[src/design/c2dzpc_pkg.sv]
`timescale 1ns / 1ps

package c2dzpc_pkg;

    localparam int MAX_WIDTH_DEF  = 1024;
    localparam int MAX_KERNEL_DEF = 5;
    localparam int MAX_HEIGHT     = 4096;

    localparam int PIX_W      = 8;
    localparam int ROW_W      = 12;
    localparam int K_W        = 3;
    localparam int HALF_W     = 2;
    localparam int OFS_W      = 2;
    localparam int CFG_IDX_W  = 3;
    localparam int CFG_DATA_W = 64;
    localparam int COEF_ALL_W = 256;
    localparam int PROD_W     = 17;
    localparam int FIFO_DEPTH = 16;

    // Register indexes of the configuration port
    localparam logic [CFG_IDX_W-1:0] CFG_KERNEL_SIZE  = 3'd0;
    localparam logic [CFG_IDX_W-1:0] CFG_IMAGE_WIDTH  = 3'd1;
    localparam logic [CFG_IDX_W-1:0] CFG_IMAGE_HEIGHT = 3'd2;
    localparam logic [CFG_IDX_W-1:0] CFG_COEFF_WORD_0 = 3'd3;
    localparam logic [CFG_IDX_W-1:0] CFG_COEFF_WORD_1 = 3'd4;
    localparam logic [CFG_IDX_W-1:0] CFG_COEFF_WORD_2 = 3'd5;
    localparam logic [CFG_IDX_W-1:0] CFG_COEFF_WORD_3 = 3'd6;

    // Window placement of one result, shared by every cell
    typedef struct packed {
        logic [OFS_W-1:0]  d;   // column shift past the newest column
        logic [OFS_W-1:0]  e;   // row shift past the newest row
        logic [K_W-1:0]    k;   // effective kernel side
        logic [HALF_W-1:0] h;   // half kernel
    } t_job;

endpackage

[src/design/c2dzpc_cell.sv]
`timescale 1ns / 1ps

// One column of the window: holds a pixel column, passes it on, and
// forms the partial sum of its column for the result under way.
module c2dzpc_cell #(
    parameter int MAX_KERNEL = c2dzpc_pkg::MAX_KERNEL_DEF,
    parameter int CELL_IDX   = 0,
    localparam int COLSUM_W  = c2dzpc_pkg::PROD_W + $clog2(MAX_KERNEL)
) (
    input  logic                                 i_clk,
    input  logic                                 i_shift,
    input  logic                                 i_clear,
    input  logic [MAX_KERNEL-1:0][7:0]           i_col,
    output logic [MAX_KERNEL-1:0][7:0]           o_col,
    input  c2dzpc_pkg::t_job                     i_job,
    input  logic [c2dzpc_pkg::COEF_ALL_W-1:0]    i_coef,
    output logic signed [COLSUM_W-1:0]           o_sum
);

    logic [MAX_KERNEL-1:0][7:0]                 r_col;
    logic [MAX_KERNEL-1:0][7:0]                 r_pix;
    logic [MAX_KERNEL-1:0][7:0]                 r_coef;
    logic [MAX_KERNEL-1:0][7:0]                 n_coef;
    logic signed [c2dzpc_pkg::PROD_W-1:0]       r_prod [MAX_KERNEL];
    logic signed [COLSUM_W-1:0]                 r_sum;
    logic signed [COLSUM_W-1:0]                 n_sum;
    logic signed [4:0]                          kj;
    logic                                       kj_ok;
    logic signed [4:0]                          ki [MAX_KERNEL];
    logic [4:0]                                 tap [MAX_KERNEL];

    always_ff @(posedge i_clk) begin
        if (i_shift) begin
            r_col <= (i_clear && CELL_IDX != 0) ? '0 : i_col;
        end
    end

    assign o_col = r_col;

    // Tap that meets each stored pixel for this placement
    always_comb begin
        kj = $signed({2'b00, i_job.h, 1'b0}) - $signed({3'b000, i_job.d}) - 5'(CELL_IDX);
        kj_ok = (kj >= 0) && (kj < $signed({2'b00, i_job.k}));
        for (int b = 0; b < MAX_KERNEL; b++) begin
            ki[b] = $signed({2'b00, i_job.h, 1'b0}) - $signed({3'b000, i_job.e}) - 5'(b);
            tap[b] = 5'(ki[b][2:0]) * 5'(i_job.k) + 5'(kj[2:0]);
            if (kj_ok && ki[b] >= 0 && ki[b] < $signed({2'b00, i_job.k})) begin
                n_coef[b] = i_coef[{tap[b], 3'b000} +: 8];
            end else begin
                n_coef[b] = '0;
            end
        end
    end

    always_comb begin
        n_sum = '0;
        for (int b = 0; b < MAX_KERNEL; b++) begin
            n_sum = n_sum + COLSUM_W'(r_prod[b]);
        end
    end

    always_ff @(posedge i_clk) begin
        r_pix  <= r_col;
        r_coef <= n_coef;
        for (int b = 0; b < MAX_KERNEL; b++) begin
            r_prod[b] <= $signed({1'b0, r_pix[b]}) * $signed(r_coef[b]);
        end
        r_sum <= n_sum;
    end

    assign o_sum = r_sum;

endmodule

[config.mk]
export PLATFORM = sky130hd
export DESIGN_NAME = c2dzpc_cell
export DESIGN_NICKNAME = d
export VERILOG_FILES = /design/src/design/c2dzpc_pkg.sv /design/src/design/c2dzpc_cell.sv
export SDC_FILE = /design/constraint.sdc
export NUM_CORES = 2
export LEC_CHECK = 0
export BUFFER_PORTS_ARGS = -buffer_cell sky130_fd_sc_hd__buf_2
export CAP_MARGIN = 20
export CORE_MARGIN = 3
export CORE_UTILIZATION = 40
export DETAILED_ROUTE_END_ITERATION = 16
export MAX_ROUTING_LAYER = met4
export PLACE_DENSITY_LB_ADDON = 0.05
export SLEW_MARGIN = 20
export SYNTH_ARGS = -nofsm -noshare
export SYNTH_HDL_FRONTEND = slang
export SYNTH_SLANG_ARGS = --single-unit
[constraint.sdc]
create_clock -name i_clk -period 7.1 [get_ports i_clk]
set_clock_uncertainty 0.15 [all_clocks]
set_input_delay 0.71 -clock i_clk [delete_from_list [all_inputs] [get_ports i_clk]]
set_output_delay 0.71 -clock i_clk [all_outputs]
set_load 0.01 [all_outputs]
Yosys cells after proc, flatten, opt, wreduce, memory -nomap -nowiden --
Memory sizes are Yosys's and may differ from the RTL's. Cells that the tools add are included.
Cells by class: $add $sub $neg 15, multipliers 10, magnitude comparators 12, shift operators 5, reductions and logical operators 11
Operator list (count):
- variable part select 256 x 9 -> 8 bit | 5
- multiplier 9 x 8 -> 17 bit | 5
- adder 5 x 3 -> 5 bit | 5
- multiplier 3 x 3 -> 5 bit | 5
- adder 19 x 17 -> 20 bit | 1
- adder 20 x 17 -> 20 bit | 1
- greater-or-equal comparator 5 x 1 -> 1 bit, second input constant | 4
- < comparator 5 x 4 -> 1 bit | 4
- adder 18 x 17 -> 19 bit | 1
- adder 17 x 17 -> 18 bit | 1
- logical AND 1 bit | 11
- subtractor 4 x 3 -> 5 bit, second input constant | 2
- greater-or-equal comparator 4 x 1 -> 1 bit, second input constant | 2
- < comparator 4 bit | 2
- subtractor 3 x 2 -> 4 bit | 2
- subtractor 4 x 2 -> 5 bit, second input constant | 1
- subtractor 4 x 4 -> 5 bit, second input constant | 1
Word-level totals: flip-flop bits (word level) 140, memory bits (writable) 85, input port bits 308, memories 1
Memory list:
- r_prod | depth 5, width 17, read ports 5, clocked after memory_dff 0, write ports 5, RTL line c2dzpc_cell.sv:24 | logic signed [c2dzpc_pkg::PROD_W-1:0] r_prod [MAX_KERNEL];

Depth between registers and ports, before layout --
depth in word-level cells 5, gate-level depth with buffers 18, mapped depth without buffers 18

Worst setup path after synthesis --
No wires, ideal clock.
path type input to register, start in i_job[5] in the netlist's numbering, end reg r_coef[10] in the netlist's numbering, library setup time 117 ps, arrival 5534 ps, data required time 6833 ps, setup slack 1299 ps, stages on the path 16, path buffers 3, path through clkbuf_1 > inv_1 > fa_1 > xnor2_2 > inv_2 > xnor2_1 > and2_1 > fa_1 > fa_1 > inv_1 > fa_1 > clkbuf_1 > clkbuf_1 > mux4_2 > mux4_2 > a22o_1
Between the ends: word-level cells in the longest chain between the ends 5
Ends and longest elaborated chain:
- start: declaration | RTL line c2dzpc_cell.sv:15 | input c2dzpc_pkg::t_job i_job,
- subtractor 3 x 2 -> 4 bit * | RTL line c2dzpc_cell.sv:45 | ki[b] = $signed({2'b00, i_job.h, 1'b0}) - $signed({3'b000, i_job.e}) - 5'(b);
- subtractor 4 x 2 -> 5 bit * | RTL line c2dzpc_cell.sv:45
- multiplier 3 x 3 -> 5 bit / greater-or-equal comparator 5 x 1 -> 1 bit (equally long branches) | RTL line c2dzpc_cell.sv:46, c2dzpc_cell.sv:47
- adder 5 x 3 -> 5 bit / logical AND 1 bit (equally long branches) | RTL line c2dzpc_cell.sv:46, c2dzpc_cell.sv:47
- variable part select 256 x 9 -> 8 bit / logical AND 1 bit (equally long branches) | RTL line c2dzpc_cell.sv:48, c2dzpc_cell.sv:47
- end signal: assignment | RTL line c2dzpc_cell.sv:64 | r_coef <= n_coef;
- end: declaration | RTL line c2dzpc_cell.sv:22 | logic [MAX_KERNEL-1:0][7:0] r_coef;
Mark *: on every way between the ends. The rest lies on a longest branch, timed or not. A chain may end at the register's enable or synchronous reset.

Worst setup path in the final report --
start in i_job[5] in the netlist's numbering, end reg r_coef[8] in the netlist's numbering
Same word-level chain as after synthesis.

==> results.ini <==
[run_status]
outcome=complete, no violations

[setup_path]
crit_path_top_delay_cell=mux4_2
required_ns=7.40
path_cells=buf_2 > inv_1 > fa_1 > xnor2_2 > inv_2 > xnor2_1 > and2_1 > fa_1 > fa_1 > inv_1 > fa_2 > buf_12 > mux4_2 > mux4_2 > a22o_1
path_class=in2reg
slowest_delay_ns=0.60
critPathBufInv=5
startpoint_type=input pin
cp_common_cell=fa_1
critical_path.max_fanout=64
crit_path_end_kind=register
crit_family=adder cells
critPathArrivalTime_ns=5.80

[grt]
grt_start_max_net_pins=93
grt-ovfl-total=0
grt_first_pass_wirelength_um=134700
grt_pass1_vias=22550
grt_use_total=0.2432
antenna_found_initial=29

[power_and_ir_drop]
ir_drop_mv=0.2551
pwr_density_cell_nw_per_um2=327.3
p_leak_uw=0.01510

[synthesis]
netlist.area_leader.share=0.2601
ys_async_sr_fraction=0
synth_top_family_by_area=adder cells
synthesis.nets=3335
synthTopCellsByArea=mux4_2 26%, fa_1 18%, dfxtp_1 13%
ys_seq_area_frac=0.1727
netlist_instances=2476
synth_top_cell_by_area=mux4_2
synth_flop_cell=dfxtp_1
yosys.area_share.adder=0.3102
synthMuxAreaShare=0.2629
yosysUniqueCellTypes=62
synth_area_um2=28400
ys_warn_count=0
synth_seq_cells=225
synth_edf_count=40
synth_xor_xnor_area_share=0.02890
synthSimpleGateAreaFrac=0.09380
synth_compound_area_frac=0.05877
avgSynthCellArea_um2=11.47

[timing]
fin_ws_ns=1.597
setup_viol=0
fmax_mhz=181.7
max_slew_margin=0.3038
tns_ns=0
fin_crit_ns=5.503
hold_viol=0
fin_crit_sh=0.7751
finalMaxSlewViolations=0
rsz0062_at_grt=no
tightestPinTransition_ns=1.043

[clock_network]
clkTransAtPathRegs_ns=0.06
cts_hold_buffers=0
cts_tree=yes
clock_sinks=225
ctsResizeCount=0
htree_levels=1
cts_buffers=28
post-cts-setup-buffers=0
cts_root_buffer=clkbuf_16
clk_path_buf_depth=3
clk_latency_ns=0.56

[route]
drt_iter0_markers=1307
avgViaCountPerCell=5.498
drc=0
ant_nets=0
wl_um=86340
vias=20880
wire_per_inst_um=22.73
drt-pass1-iter-count=5

[place]
place_inst=3718
preCtsSetupSlack_ns=1.036
gp_congestion=0.9189
portBuffers=366
hpwl_um=70710

[layout]
layout.nets=3667
synthToLayoutAreaGrowth_pct=13.59
fin_cells=3798
layout_common_cells=445 x inv_1, 366 x buf_2, 328 x mux4_2, 292 x ha_1, 252 x fa_1
layout_commonest_cell=inv_1
drive_gt1_frac=0.2771

[floorplanning]
die_h_um=272.5
fp.dieW_um=272.5
rows=97
core_um2=70150
dieArea_um2=74230
initial_core_util=0.4048
ioPinCount=368

[flow_run]
cap_violations=0

[min_path]
holdCritPathClass=in2reg

## kinds of logic (layout without fill, tap and decap cells)
logic type | Yosys count | count (layout)
AOI/OAI and AO/OA | 244 | 244
buffers and inverters | 529 | 882
muxes | 336 | 336
xor gates and xnor gates | 92 | 92
other | 0 | 29
and+or+nand+nor | 499 | 499
adders and majority gates | 551 | 551
DFF | 225 | 225
## report_power, final
group | internal [µW] | switching (µW) | leakage (µW) | total [µW]
Combinational | 3300 | 3950 | 0.0127 | 7240
Clock | 773 | 598 | 0.000437 | 1370
Sequential | 1630 | 311 | 0.00192 | 1940
Total | 5700 | 4860 | 0.0151 | 10600
## cells in the mapped netlist, drive strengths merged (3+ instances only)
| cell type | instances |
|---|---|
| a211oi | 17 |
| buf | 44 |
| ha | 296 |
| mux4 | 328 |
| a211o | 8 |
| dfxtp | 185 |
| clkbuf | 39 |
| o211ai | 5 |
| nor4 | 4 |
| xnor2 | 55 |
| nand4 | 4 |
| a22o | 33 |
| mux2i | 8 |
| nor3 | 9 |
| nand2b | 26 |
| o21bai | 7 |
| xor2 | 37 |
| nand2 | 110 |
| o41ai | 3 |
| a21oi | 66 |
| a31oi | 5 |
| o21ai | 33 |
| and4 | 4 |
| edfxtp | 40 |
| nor2 | 71 |
| fa | 255 |
| nand3 | 15 |
| and3 | 3 |
| a21o | 28 |
| nor2b | 25 |
| inv | 446 |
| a221oi | 6 |
| and2 | 215 |
| o21a | 14 |
| or2 | 5 |
## cell type report
cell class	count	area, µm²
fill	6642	37890
sequential	225	4905
clock inverter	19	138.9
inverter	446	1674
tap	940	1176
antenna	29	72.57
clock buffer	32	757.0
multi-input combinational	1722	21500
timing repair buffer	385	2037
## registers in the layout (all words and copies together) (netlist names)
register and flops:
r_coef 40, r_prod 85, r_pix 40, o_sum 20
o_col 40
## worst paths after layout
check,startpoint,end,slack (ns),cells past startpoint
setup / recovery,i_job[5],r_coef[8],1.60,15
hold / removal,i_col[30],o_col[30],0.17,1
setup reg to reg,r_coef[26],r_prod[0][67],1.89,15
hold reg to reg,o_col[35],r_pix[35],0.21,0
## worst reg2reg max path: stages (launching register included)
cell and delay (ns):
dfxtp_1 0.63, nand2_1 0.16, fa_1 0.53, fa_1 0.55, inv_1 0.05, fa_1 0.47, inv_1 0.05, fa_1 0.47
inv_1 0.04, ha_1 0.32, inv_1 0.09, o21ai_0 0.12, a2111oi_0 0.77, o41ai_1 0.16, a21oi_1 0.20, xnor2_1 0.29
## stage by stage
stage	hold WS, ns	util	cell area (µm²)	power [µW]
detailed placement	0.1995	0.4460	31290	9251
global route	0.1351	0.4597	32250	11460
global placement	0.1983	0.4460	31290	9191
finish	0.1686	0.4598	32260	10560
CTS	0.1256	0.4588	32180	10700
floorplan	0.2656	-	28400	7025
## per-layer routing
metal,vias to the layer above,GRT usage,routed length [µm]
met5,-,-,0
met4,0,0.09079,3834
met3,164,0.03638,5540
met2,845,0.4104,42670
met1,10470,0.2960,34290
li1,9400,-,-
No activity file was read; power rests on OpenSTA's default activity.
