### src/design/c2dzpc_pkg.sv
`timescale 1ns / 1ps

package c2dzpc_pkg;

    localparam int MAX_WIDTH_DEF  = 1024;
    localparam int MAX_KERNEL_DEF = 5;
    localparam int MAX_HEIGHT     = 4096;

    localparam int PIX_W      = 8;
    localparam int ROW_W      = 12;
    localparam int K_W        = 3;
    localparam int HALF_W     = 2;
    localparam int OFS_W      = 2;
    localparam int CFG_IDX_W  = 3;
    localparam int CFG_DATA_W = 64;
    localparam int COEF_ALL_W = 256;
    localparam int PROD_W     = 17;
    localparam int FIFO_DEPTH = 16;

    // Register indexes of the configuration port
    localparam logic [CFG_IDX_W-1:0] CFG_KERNEL_SIZE  = 3'd0;
    localparam logic [CFG_IDX_W-1:0] CFG_IMAGE_WIDTH  = 3'd1;
    localparam logic [CFG_IDX_W-1:0] CFG_IMAGE_HEIGHT = 3'd2;
    localparam logic [CFG_IDX_W-1:0] CFG_COEFF_WORD_0 = 3'd3;
    localparam logic [CFG_IDX_W-1:0] CFG_COEFF_WORD_1 = 3'd4;
    localparam logic [CFG_IDX_W-1:0] CFG_COEFF_WORD_2 = 3'd5;
    localparam logic [CFG_IDX_W-1:0] CFG_COEFF_WORD_3 = 3'd6;

    // Window placement of one result, shared by every cell
    typedef struct packed {
        logic [OFS_W-1:0]  d;   // column shift past the newest column
        logic [OFS_W-1:0]  e;   // row shift past the newest row
        logic [K_W-1:0]    k;   // effective kernel side
        logic [HALF_W-1:0] h;   // half kernel
    } t_job;

endpackage

### src/design/c2dzpc_fifo.sv
`timescale 1ns / 1ps

// Result queue in front of the output channel.
module c2dzpc_fifo #(
    parameter int DATA_W = 31,
    parameter int DEPTH  = c2dzpc_pkg::FIFO_DEPTH,
    localparam int PTR_W = $clog2(DEPTH),
    localparam int CNT_W = $clog2(DEPTH + 1)
) (
    input  logic              i_clk,
    input  logic              i_rst_n,
    input  logic              i_push,
    input  logic [DATA_W-1:0] i_data,
    input  logic              i_pop,
    output logic [DATA_W-1:0] o_data,
    output logic              o_empty
);

    logic [DATA_W-1:0] r_mem [DEPTH];
    logic [PTR_W-1:0]  r_wr;
    logic [PTR_W-1:0]  r_rd;
    logic [CNT_W-1:0]  r_cnt;

    always_ff @(posedge i_clk) begin
        if (i_push) begin
            r_mem[r_wr] <= i_data;
        end
    end

    always_ff @(posedge i_clk) begin
        if (!i_rst_n) begin
            r_wr  <= '0;
            r_rd  <= '0;
            r_cnt <= '0;
        end else begin
            if (i_push) begin
                r_wr <= (r_wr == PTR_W'(DEPTH - 1)) ? '0 : r_wr + 1'b1;
            end
            if (i_pop) begin
                r_rd <= (r_rd == PTR_W'(DEPTH - 1)) ? '0 : r_rd + 1'b1;
            end
            r_cnt <= r_cnt + CNT_W'(i_push) - CNT_W'(i_pop);
        end
    end

    assign o_data  = r_mem[r_rd];
    assign o_empty = (r_cnt == '0);

endmodule

### config.mk
export PLATFORM = sky130hd
export DESIGN_NAME = c2dzpc_fifo
export DESIGN_NICKNAME = d
export VERILOG_FILES = /design/src/design/c2dzpc_pkg.sv /design/src/design/c2dzpc_fifo.sv
export SDC_FILE = /design/constraint.sdc
export NUM_CORES = 1
export LEC_CHECK = 0
export ABC_AREA = 0
export ABC_CLOCK_PERIOD_IN_PS = 2200
export BUFFER_PORTS_ARGS = -buffer_cell sky130_fd_sc_hd__buf_2
export CAP_MARGIN = 5
export CORE_MARGIN = 1.5
export CORE_UTILIZATION = 44
export CTS_CLUSTER_DIAMETER = 200
export DETAILED_ROUTE_END_ITERATION = 10
export SLEW_MARGIN = 5
export SYNTH_ARGS = -nofsm -noshare
export SYNTH_HDL_FRONTEND = slang
export SYNTH_SLANG_ARGS = --single-unit
### constraint.sdc
create_clock -name i_clk -period 2.2 [get_ports i_clk]
set_input_delay 0.44 -clock i_clk [delete_from_list [all_inputs] [get_ports i_clk]]
set_output_delay 0.44 -clock i_clk [all_outputs]
set_load 0.05 [all_outputs]
---- Word-level counts from Yosys, hierarchy flattened ----
Memory sizes are Yosys's and may differ from the RTL's. A register that Yosys moved wholly into a read port is not among the register bits.
Index checks and enable logic that the tools add are counted.
word-level totals
  memory bits (writable) .................. 496
  output and inout port bits .............. 32
  memories kept ........................... 1
  bits in registers ....................... 13
memory list
  name   words  width  rd ports  clocked after memory_dff  write ports  line               text
  r_mem  16     31     1         1                         1            c2dzpc_fifo.sv:19  logic [DATA_W-1:0] r_mem [DEPTH];
operators by class
  muxes and demuxes ....................... 6
  equality and inequality tests ........... 2
  $add $sub $neg .......................... 4
  reduce and logical (&&, ||, !) cells .... 1
operators by type and width
  kind                                                            count
  4-bit two-way mux                                               4
  4-bit by 1-bit adder with 4-bit output (second input constant)  2
  4-bit == test (second input constant)                           2
  5-bit by 1-bit adder with 5-bit output                          1
  5-bit logical NOT                                               1
  5-bit by 1-bit subtractor with 5-bit output                     1
  1-bit two-way mux                                               2

---- Depth between registers and ports, before layout ----
Gate-level depths: netlist of run 1.
  word-level depth ........................ 4
  gate-level depth with buffers ........... 10

---- Least setup slack after synthesis of run 1 ----
Ideal clock, no wire load.
  path type ............................... reg-to-output
  start point ............................. register r_cnt[3]
  end point ............................... output o_empty
  setup slack ............................. -0.331 ns
  stages on the path, launching flop included .. 4
  arrival time ............................ 2.091 ns
  cells stage by stage .................... dfxtp_1 -> inv_1 -> ha_1 -> nor4b_1
on the way
  longest elaborated chain between the ends .. 1
RTL lines
  element                 line               text
  start, declared         c2dzpc_fifo.sv:22  logic [CNT_W-1:0] r_cnt;
  start signal, assigned  c2dzpc_fifo.sv:42  r_cnt <= r_cnt + CNT_W'(i_push) - CNT_W'(i_pop);
  5-bit logical NOT       c2dzpc_fifo.sv:47  assign o_empty = (r_cnt == '0);
  end, declared           c2dzpc_fifo.sv:16  output logic o_empty
No other way between the ends.

==> results.yml, run 1 <==
clocking:
  cts-root-to-sink-buffers: 3
  cts-htree-levels: 2
  postCtsHoldBufs: 0
  tritoncts: "built"
  cts.sink_count: 513
  cts_buffers: 52
  clk_root_buffer_cell: "sky130_fd_sc_hd__clkbuf_16"
  cts.reportedPaths.clkPinSlew_ns: 0.06
  clock_insertion_delay_worst_skew_ns: 0.59
timing:
  worstMarginPinSlew_ns: 0.372
  final-hold-violation-count: 0
  timing_max_transition_violations_final: 0
  rsz0062_at_grt: "yes"
  timing.max_slew.rel_slack: 0.752
  maxClockFrequency_ghz: 0.356
  setup_viol: 31
  finalClockSkew_ns: 0.00955
  post-route-min-period_ns: 2.81
  finalHoldWorstSlack_ns: 0.226
  min_period_over_period: 1.28
  layout_setup_ws_ns: -0.608
power:
  power.static_leakage_nw: 7.66
  power_frac_seq: 0.514
  clkPwrFrac: 0.394
  p_int_mw: 16.5
  netSwitchingPower_mw: 4.71
  netSwitchingFraction: 0.222
  vdd.ir_drop.worst_mv: 0.692
  power.density_nw_per_um2: 889
  power.combinational.fraction: 0.092
grt:
  number_of_antenna_violations_at_the_first_check_in_global_routing: 3
  wire_length_of_the_first_global_routing_pass_mm: 64.1
  grt_overflow: 0
  grt_max_degree: 26
  total_global_route_track_usage: 0.199
  first_global_vias: 9647
worst_setup_path:
  cp-end-kind: "output pin"
  critical_path.startpoint_type: "flop"
  path_max_fanout: 6
  cp_data_required_time_ns: 1.76
  critPathKind: "reg -> out"
  timing.critical_path.arrival_ns: 2.37
routing:
  number_of_detailed_route_iterations_in_the_first_pass: 5
  drc_errors: 0
  vias: 9334
  wl_mm: 43.4
  route.detailed.wl_per_inst_um: 26.1
  ant_nets: 0
  routed_via_density: 5.62
  detail_route.iter0.violations: 672
floorplan:
  die_width_um: 213
  floorplan.io_pins: 67
  initial_core_util: 0.449
  core_area_um2: 43400
  floorplan.rows: 76
  chipHeight_um: 213
  fp.dieArea_um2: 45500
synthesis:
  synthesis.nets: 910
  synth.yosys.warnings: 0
  post_synthesis_mean_instance_area_um2: 22.5
  number_of_distinct_library_cells_after_synthesis: 31
  syn-cell-area_um2: 19500
  synth_seq_area_share: 0.783
  synth-seq-cells: 513
  syn-instance-count: 863
status:
  status: "complete, but fails checks"
  violations: "negative setup slack"
placement:
  placement.io_buffers: 66
  preCtsSetupSlack_ns: -0.0757
  post-dp-hpwl_mm: 24.3
  place_congestion: 0.706
min_path:
  worst_hold_path_type: "in -> reg"
job:
  cap_violations: 0
layout:
  final_nets: 1082
  final_layout_size_suffix_gt1_frac: 0.409
  diodes: 0
  area_delta_synth_final_pct: 22.9
## per-stage QoR
| stage | utilization | std cells | TNS, ns | instance area, um2 | power (mW) |
|---|---|---|---|---|---|
| finish | 0.551 | 1662 | -16.64 | 23900 | 21.3 |
| global route | 0.551 | 1662 | -19.25 | 23900 | 22.0 |
| CTS | 0.551 | 1663 | -18.77 | 23900 | 21.5 |
| detailed placement | 0.496 | 1548 | -0.638 | 21500 | 12.8 |
| global placement | 0.496 | 1548 | -0.476 | 21500 | 12.8 |
| floorplan | - | 863 | 0 | 19500 | 12.2 |
## routing by layer
layer,track usage,up-vias,share of wire
met3,0.0422,56,0.061
met1,0.282,5024,0.44
met5,0,-,0.00081
met2,0.314,260,0.49
li1,-,3988,-
met4,0.0522,6,0.017
## state kept, by name (all words and copies together), names as in the netlist, named ones only
register / flops
r_mem: 496
r_cnt: 5
r_rd: 4
r_wr: 4
## worst max-delay path: stages, from the launching register on
cell and delay (ns):
sky130_fd_sc_hd__dfxtp_4 0.40, sky130_fd_sc_hd__buf_4 0.14, sky130_fd_sc_hd__buf_12 0.14, sky130_fd_sc_hd__buf_12 0.12
sky130_fd_sc_hd__mux4_2 0.49, sky130_fd_sc_hd__a22oi_2 0.22, sky130_fd_sc_hd__nand2_2 0.11, sky130_fd_sc_hd__buf_6 0.17
## layout by cell type (no fill, tap or decap), drive strengths merged, types with 2 or more instances in the layout
cell | Yosys | final
a21oi | 4 | 4
a22oi | 62 | 62
and2 | 24 | 24
and3 | 2 | 2
and3b | 2 | 2
buf | 22 | 160
bufinv | 0 | 2
clkbuf | 21 | 71
clkinv | 0 | 21
dfxtp | 17 | 17
edfxtp | 496 | 496
ha | 11 | 11
inv | 10 | 11
mux2i | 3 | 3
mux4 | 124 | 124
nand2 | 36 | 36
nand2b | 2 | 2
nand3 | 4 | 4
nor2 | 2 | 2
nor2b | 5 | 5
o21ai | 5 | 5
xnor2 | 3 | 3
## synthesized netlist by cell type (all sizes together)
cell	n	area share
o21ai	5	0.0013
nand4	1	0.00032
nor2b	5	0.0016
inv	10	0.0019
and2	24	0.0077
a21o	1	0.00039
and3	2	0.00064
mux2i	3	0.0015
nand2	36	0.0069
nor4b	1	0.00045
ha	11	0.0071
xnor2	3	0.0014
a21boi	1	0.00039
a21oi	4	0.0010
nor3b	1	0.00039
buf	22	0.0078
and3b	2	0.00090
nor3	1	0.00026
clkbuf	21	0.0041
edfxtp	496	0.77
xor2	1	0.00045
nand2b	2	0.00064
nand3	4	0.0010
mux4	124	0.14
nor2	2	0.00039
a22oi	62	0.024
fa	1	0.0010
dfxtp	17	0.017
## cell families after synthesis
kind of cell             count (synthesis)  synth area share
XOR/XNOR                                 4           0.00180
adder cells (fa/ha/maj)                 12           0.00810
AO/OA/AOI/OAI                           73            0.0270
flip-flops                             513             0.783
buffers and inverters                   53            0.0138
AND/OR/NAND/NOR                         81            0.0213
multiplexers                           127             0.145
## cell type report
cell class              instances  area [um2]
flip-flops and latches        513       15200
multi-input cells             297        4300
fillers                      3276       19500
clock inverters                25         180
repair buffers                161        1980
well taps                     585         732
clock buffers                  71        1430
inverters                      10        37.5
## path summary, 6_finish.rpt
path,startpoint,endpoint,slack (ns),cells after the start
setup / recovery,flop,o_data[8],-0.61,7
hold / removal,i_data[26],r_mem[10][26],0.23,1
setup reg to reg,r_cnt[0],r_cnt[4],0.16,10
hold reg to reg,r_wr[0],r_wr[3],0.53,2
## power by group through the flow
stage	registers, mW	clock network (mW)	logic, mW
CTS	10.9	8.59	1.99
finish	10.9	8.38	1.96
global route	10.9	8.95	2.10
global placement	11.1	0	1.69
detailed placement	11.1	0	1.71
floorplan	11.1	0	1.12
## timing repair
| action | in CTS | in global routing |
|---|---|---|
| hold endpoints to repair | 0 | 0 |
| pin swaps | 37 | 32 |
| endpoints found under the setup margin | 32 | 31 |
| resized for setup | 121 | 27 |
| setup buffers | 13 | 5 |
| gates cloned | 7 | 0 |
Power figures use the tool's default switching activity.
==> inputs of run 2 (changes only) <==
ABC_AREA = 1   (was 0)
CORE_MARGIN = 3   (was 1.5)
TNS_END_PERCENT = 1   (was unset)
==> run 2 against run 1 <==
Net effect: routed wire length increased by 29%; critical path depth increased by 2; register-to-register slack improved by 0.15 ns; flip-flop and latch count unchanged; global-route usage about the same; non-clock buffer count increased by 11; setup slack improved by 0.23 ns; clock power about the same; the flow still finishes with violations (negative setup slack); highest routed layer is now met4; clock skew increased by 0.0068 ns; clock-buffer cell count decreased by 2.
==> results.yml, run 2 <==
synthesis:
  synth_seq_area_share: 0.687
  syn-instance-count: 2123
  yosys-top-cells-area: "sky130_fd_sc_hd__edfxtp_1 (67%), sky130_fd_sc_hd__nand2_1 (11%), sky130_fd_sc_hd__nand3_1 (8.5%)"
  synth-seq-cells: 513
  synth.yosys.warnings: 0
  largest_family_of_logic_cells_by_synthesized_area: "simple AND/OR/NAND/NOR gates"
  synthSimpleGateAreaFrac: 0.204
  synthAdderAreaFrac: 0.00710
  synth_compound_gate_area_share: 0.00316
  post_synth_most_frequent_cells: "sky130_fd_sc_hd__nand2_1 (675), sky130_fd_sc_hd__edfxtp_1 (496), sky130_fd_sc_hd__inv_1 (395)"
  synth_edf_count: 496
  synth.most_common_cell: "sky130_fd_sc_hd__nand2_1"
  asyncSetResetFlopFracSynth: 0
  number_of_distinct_library_cells_after_synthesis: 20
  synth_top_flop_cell: "sky130_fd_sc_hd__edfxtp_1"
  post_synthesis_mean_instance_area_um2: 10.5
  syn-cell-area_um2: 22200
  yosys.area.top_type_share: 0.671
  post_synth_xor_area_fraction: 0.000789
  synthesis.nets: 2170
  synth.largest_area_cell: "sky130_fd_sc_hd__edfxtp_1"
  synth.mux.area_fraction: 0
layout:
  final_cell_area_um2: 26900
  top_register: "r_mem"
  final_core_util: 0.545
  area_delta_synth_final_pct: 21.3
  reg_top3: "r_mem (496), r_cnt (5)"
  final_layout_size_suffix_gt1_frac: 0.161
  layout.cells.non_filler: 2955
  diodes: 0
  layout_commonest_cell: "sky130_fd_sc_hd__nand2_1"
  final_nets: 2295
  commonest_cells_after_routing_fill_and_taps_aside: "sky130_fd_sc_hd__nand2_1 (631), sky130_fd_sc_hd__edfxtp_1 (496), sky130_fd_sc_hd__inv_1 (394)"
  number_of_flip_flops_in_the_largest_register: 496
min_path:
  min_to: "r_cnt[0]"
  min_from: "i_rst_n"
  worst_hold_path_type: "in -> reg"
  min_delay_path_depth: 3
floorplan:
  chipHeight_um: 231
  floorplan.io_pins: 67
  floorplan.rows: 81
  fp.dieArea_um2: 53200
  die_width_um: 231
  core_area_um2: 49400
  initial_core_util: 0.450
timing:
  rsz0062_at_grt: "yes"
  post-route-min-period_ns: 2.57
  finalClockSkew_ns: 0.0163
  timing.max_slew.rel_slack: 0.680
  final-hold-violation-count: 0
  min_period_over_period: 1.17
  timing_max_transition_violations_final: 0
  final.setup.tns_ns: -9.99
  finalHoldWorstSlack_ns: 0.165
  maxClockFrequency_ghz: 0.388
  layout_setup_ws_ns: -0.374
  setup_viol: 31
  worstMarginPinSlew_ns: 0.476
placement:
  place_congestion: 0.757
  placement.io_buffers: 66
  place_inst: 2819
  post-dp-hpwl_mm: 28.9
  dpl-instance-area_um2: 23800
  preCtsSetupSlack_ns: 0.155
clocking:
  cts.reportedPaths.clkPinSlew_ns: 0.06
  clock_insertion_delay_worst_skew_ns: 0.61
  cts_buffers: 54
  cts-root-to-sink-buffers: 3
  postCtsHoldBufs: 0
  clk_root_buffer_cell: "sky130_fd_sc_hd__clkbuf_16"
  cts-htree-levels: 2
  cts.sink_count: 513
  tritoncts: "built"
status:
  status: "complete, but fails checks"
  violations: "negative setup slack"
grt:
  wire_length_of_the_first_global_routing_pass_mm: 81.7
  number_of_antenna_violations_at_the_first_check_in_global_routing: 0
  grt_max_degree: 63
  grt_overflow: 0
  total_global_route_track_usage: 0.199
  first_global_vias: 13840
routing:
  routed_via_density: 4.96
  wl_mm: 56.0
  number_of_detailed_route_iterations_in_the_first_pass: 5
  ant_nets: 0
  drc_errors: 0
  route.detailed.wl_per_inst_um: 18.9
  detail_route.iter0.violations: 1279
  vias: 14671
worst_setup_path:
  cp-end-kind: "output pin"
  reg2reg_to: "r_mem[2][2]"
  critPathKind: "reg -> out"
  cp_data_required_time_ns: 1.76
  worstReg2RegStart: "r_wr[0]"
  timing.reg2reg.worst_path_depth: 5
  path_max_fanout: 8
  critical_path.startpoint_type: "flop"
  reg2reg_setup_slack_ns: 0.31
  timing.critical_path.arrival_ns: 2.13
power:
  vdd.ir_drop.worst_mv: 0.637
  power.static_leakage_nw: 11.4
  power.density_nw_per_um2: 818
  overall_power_consumption_mw: 22.0
job:
  cap_violations: 0
[run 2: cell count changes after synthesis, sizes merged, moves of 3 or more]
| cell | before | now |
|---|---|---|
| nor2b | 5 | 0 |
| clkbuf | 21 | 8 |
| a22oi | 62 | 0 |
| and2 | 24 | 0 |
| nor3 | 1 | 4 |
| mux4 | 124 | 0 |
| nor2 | 2 | 27 |
| xnor2 | 3 | 0 |
| inv | 10 | 398 |
| buf | 22 | 95 |
| nand3 | 4 | 375 |
| nand2 | 36 | 675 |
| mux2i | 3 | 0 |
| a21oi | 4 | 10 |
[run 2: repair_timing]
item	4_1_cts	5_1_grt
endpoints found under the setup margin	31	31
resized for setup	95	122
cloned	3	22
buffers inserted	2	10
pin swaps	8	54
[run 2: worst max-delay path by stage]
stage | endpoint | slack (ns) | depth (start not counted)
after floorplan | r_mem[15][0] | -0.30 | 3
after global placement | o_data[16] | 0.13 | 9
after detailed placement | o_data[16] | 0.16 | 9
after CTS | o_data[1] | -0.38 | 7
after global routing | o_data[8] | -0.47 | 9
final | o_data[1] | -0.37 | 9
[run 2: cells by family (layout without fill, tap and decap cells)]
kind of cell / Yosys count / in the layout
buffers and inverters: 501 / 669
AO/OA/AOI/OAI: 14 / 14
flip-flops: 513 / 513
AND/OR/NAND/NOR: 1081 / 1081
XOR/XNOR: 2 / 2
adder cells (fa/ha/maj): 12 / 12
[run 2: final cells by class]
cell class              instances  area [um2]
multi-input cells            1109        5330
repair buffers                172        2360
fillers                      4195       22500
flip-flops and latches        513       15200
clock inverters                30         196
inverters                     398        1510
well taps                     664         831
clock buffers                  69        1430
[run 2: metal layers]
metal,part of all wire,up-vias,global-route usage
met5,0,-,0
met4,0.021,0,0.0594
li1,-,7114,-
met2,0.49,407,0.332
met1,0.44,7061,0.274
met3,0.052,89,0.0253
[run 2: power by group]
group | leakage, nW | internal (mW) | switching [mW]
clock network | 0.784 | 4.70 | 3.69
logic | 6.00 | 1.02 | 1.70
registers | 4.62 | 10.9 | 0.0583
[run 2: critical path, cell delays in order (launching register included)]
cell                        delay, ns
sky130_fd_sc_hd__dfxtp_4         0.43
sky130_fd_sc_hd__buf_6           0.15
sky130_fd_sc_hd__buf_12          0.19
sky130_fd_sc_hd__clkbuf_16       0.18
sky130_fd_sc_hd__nand2_1         0.07
sky130_fd_sc_hd__nand3_2         0.08
sky130_fd_sc_hd__nand3_1         0.09
sky130_fd_sc_hd__nand3_2         0.11
sky130_fd_sc_hd__nand2_2         0.08
sky130_fd_sc_hd__buf_8           0.15
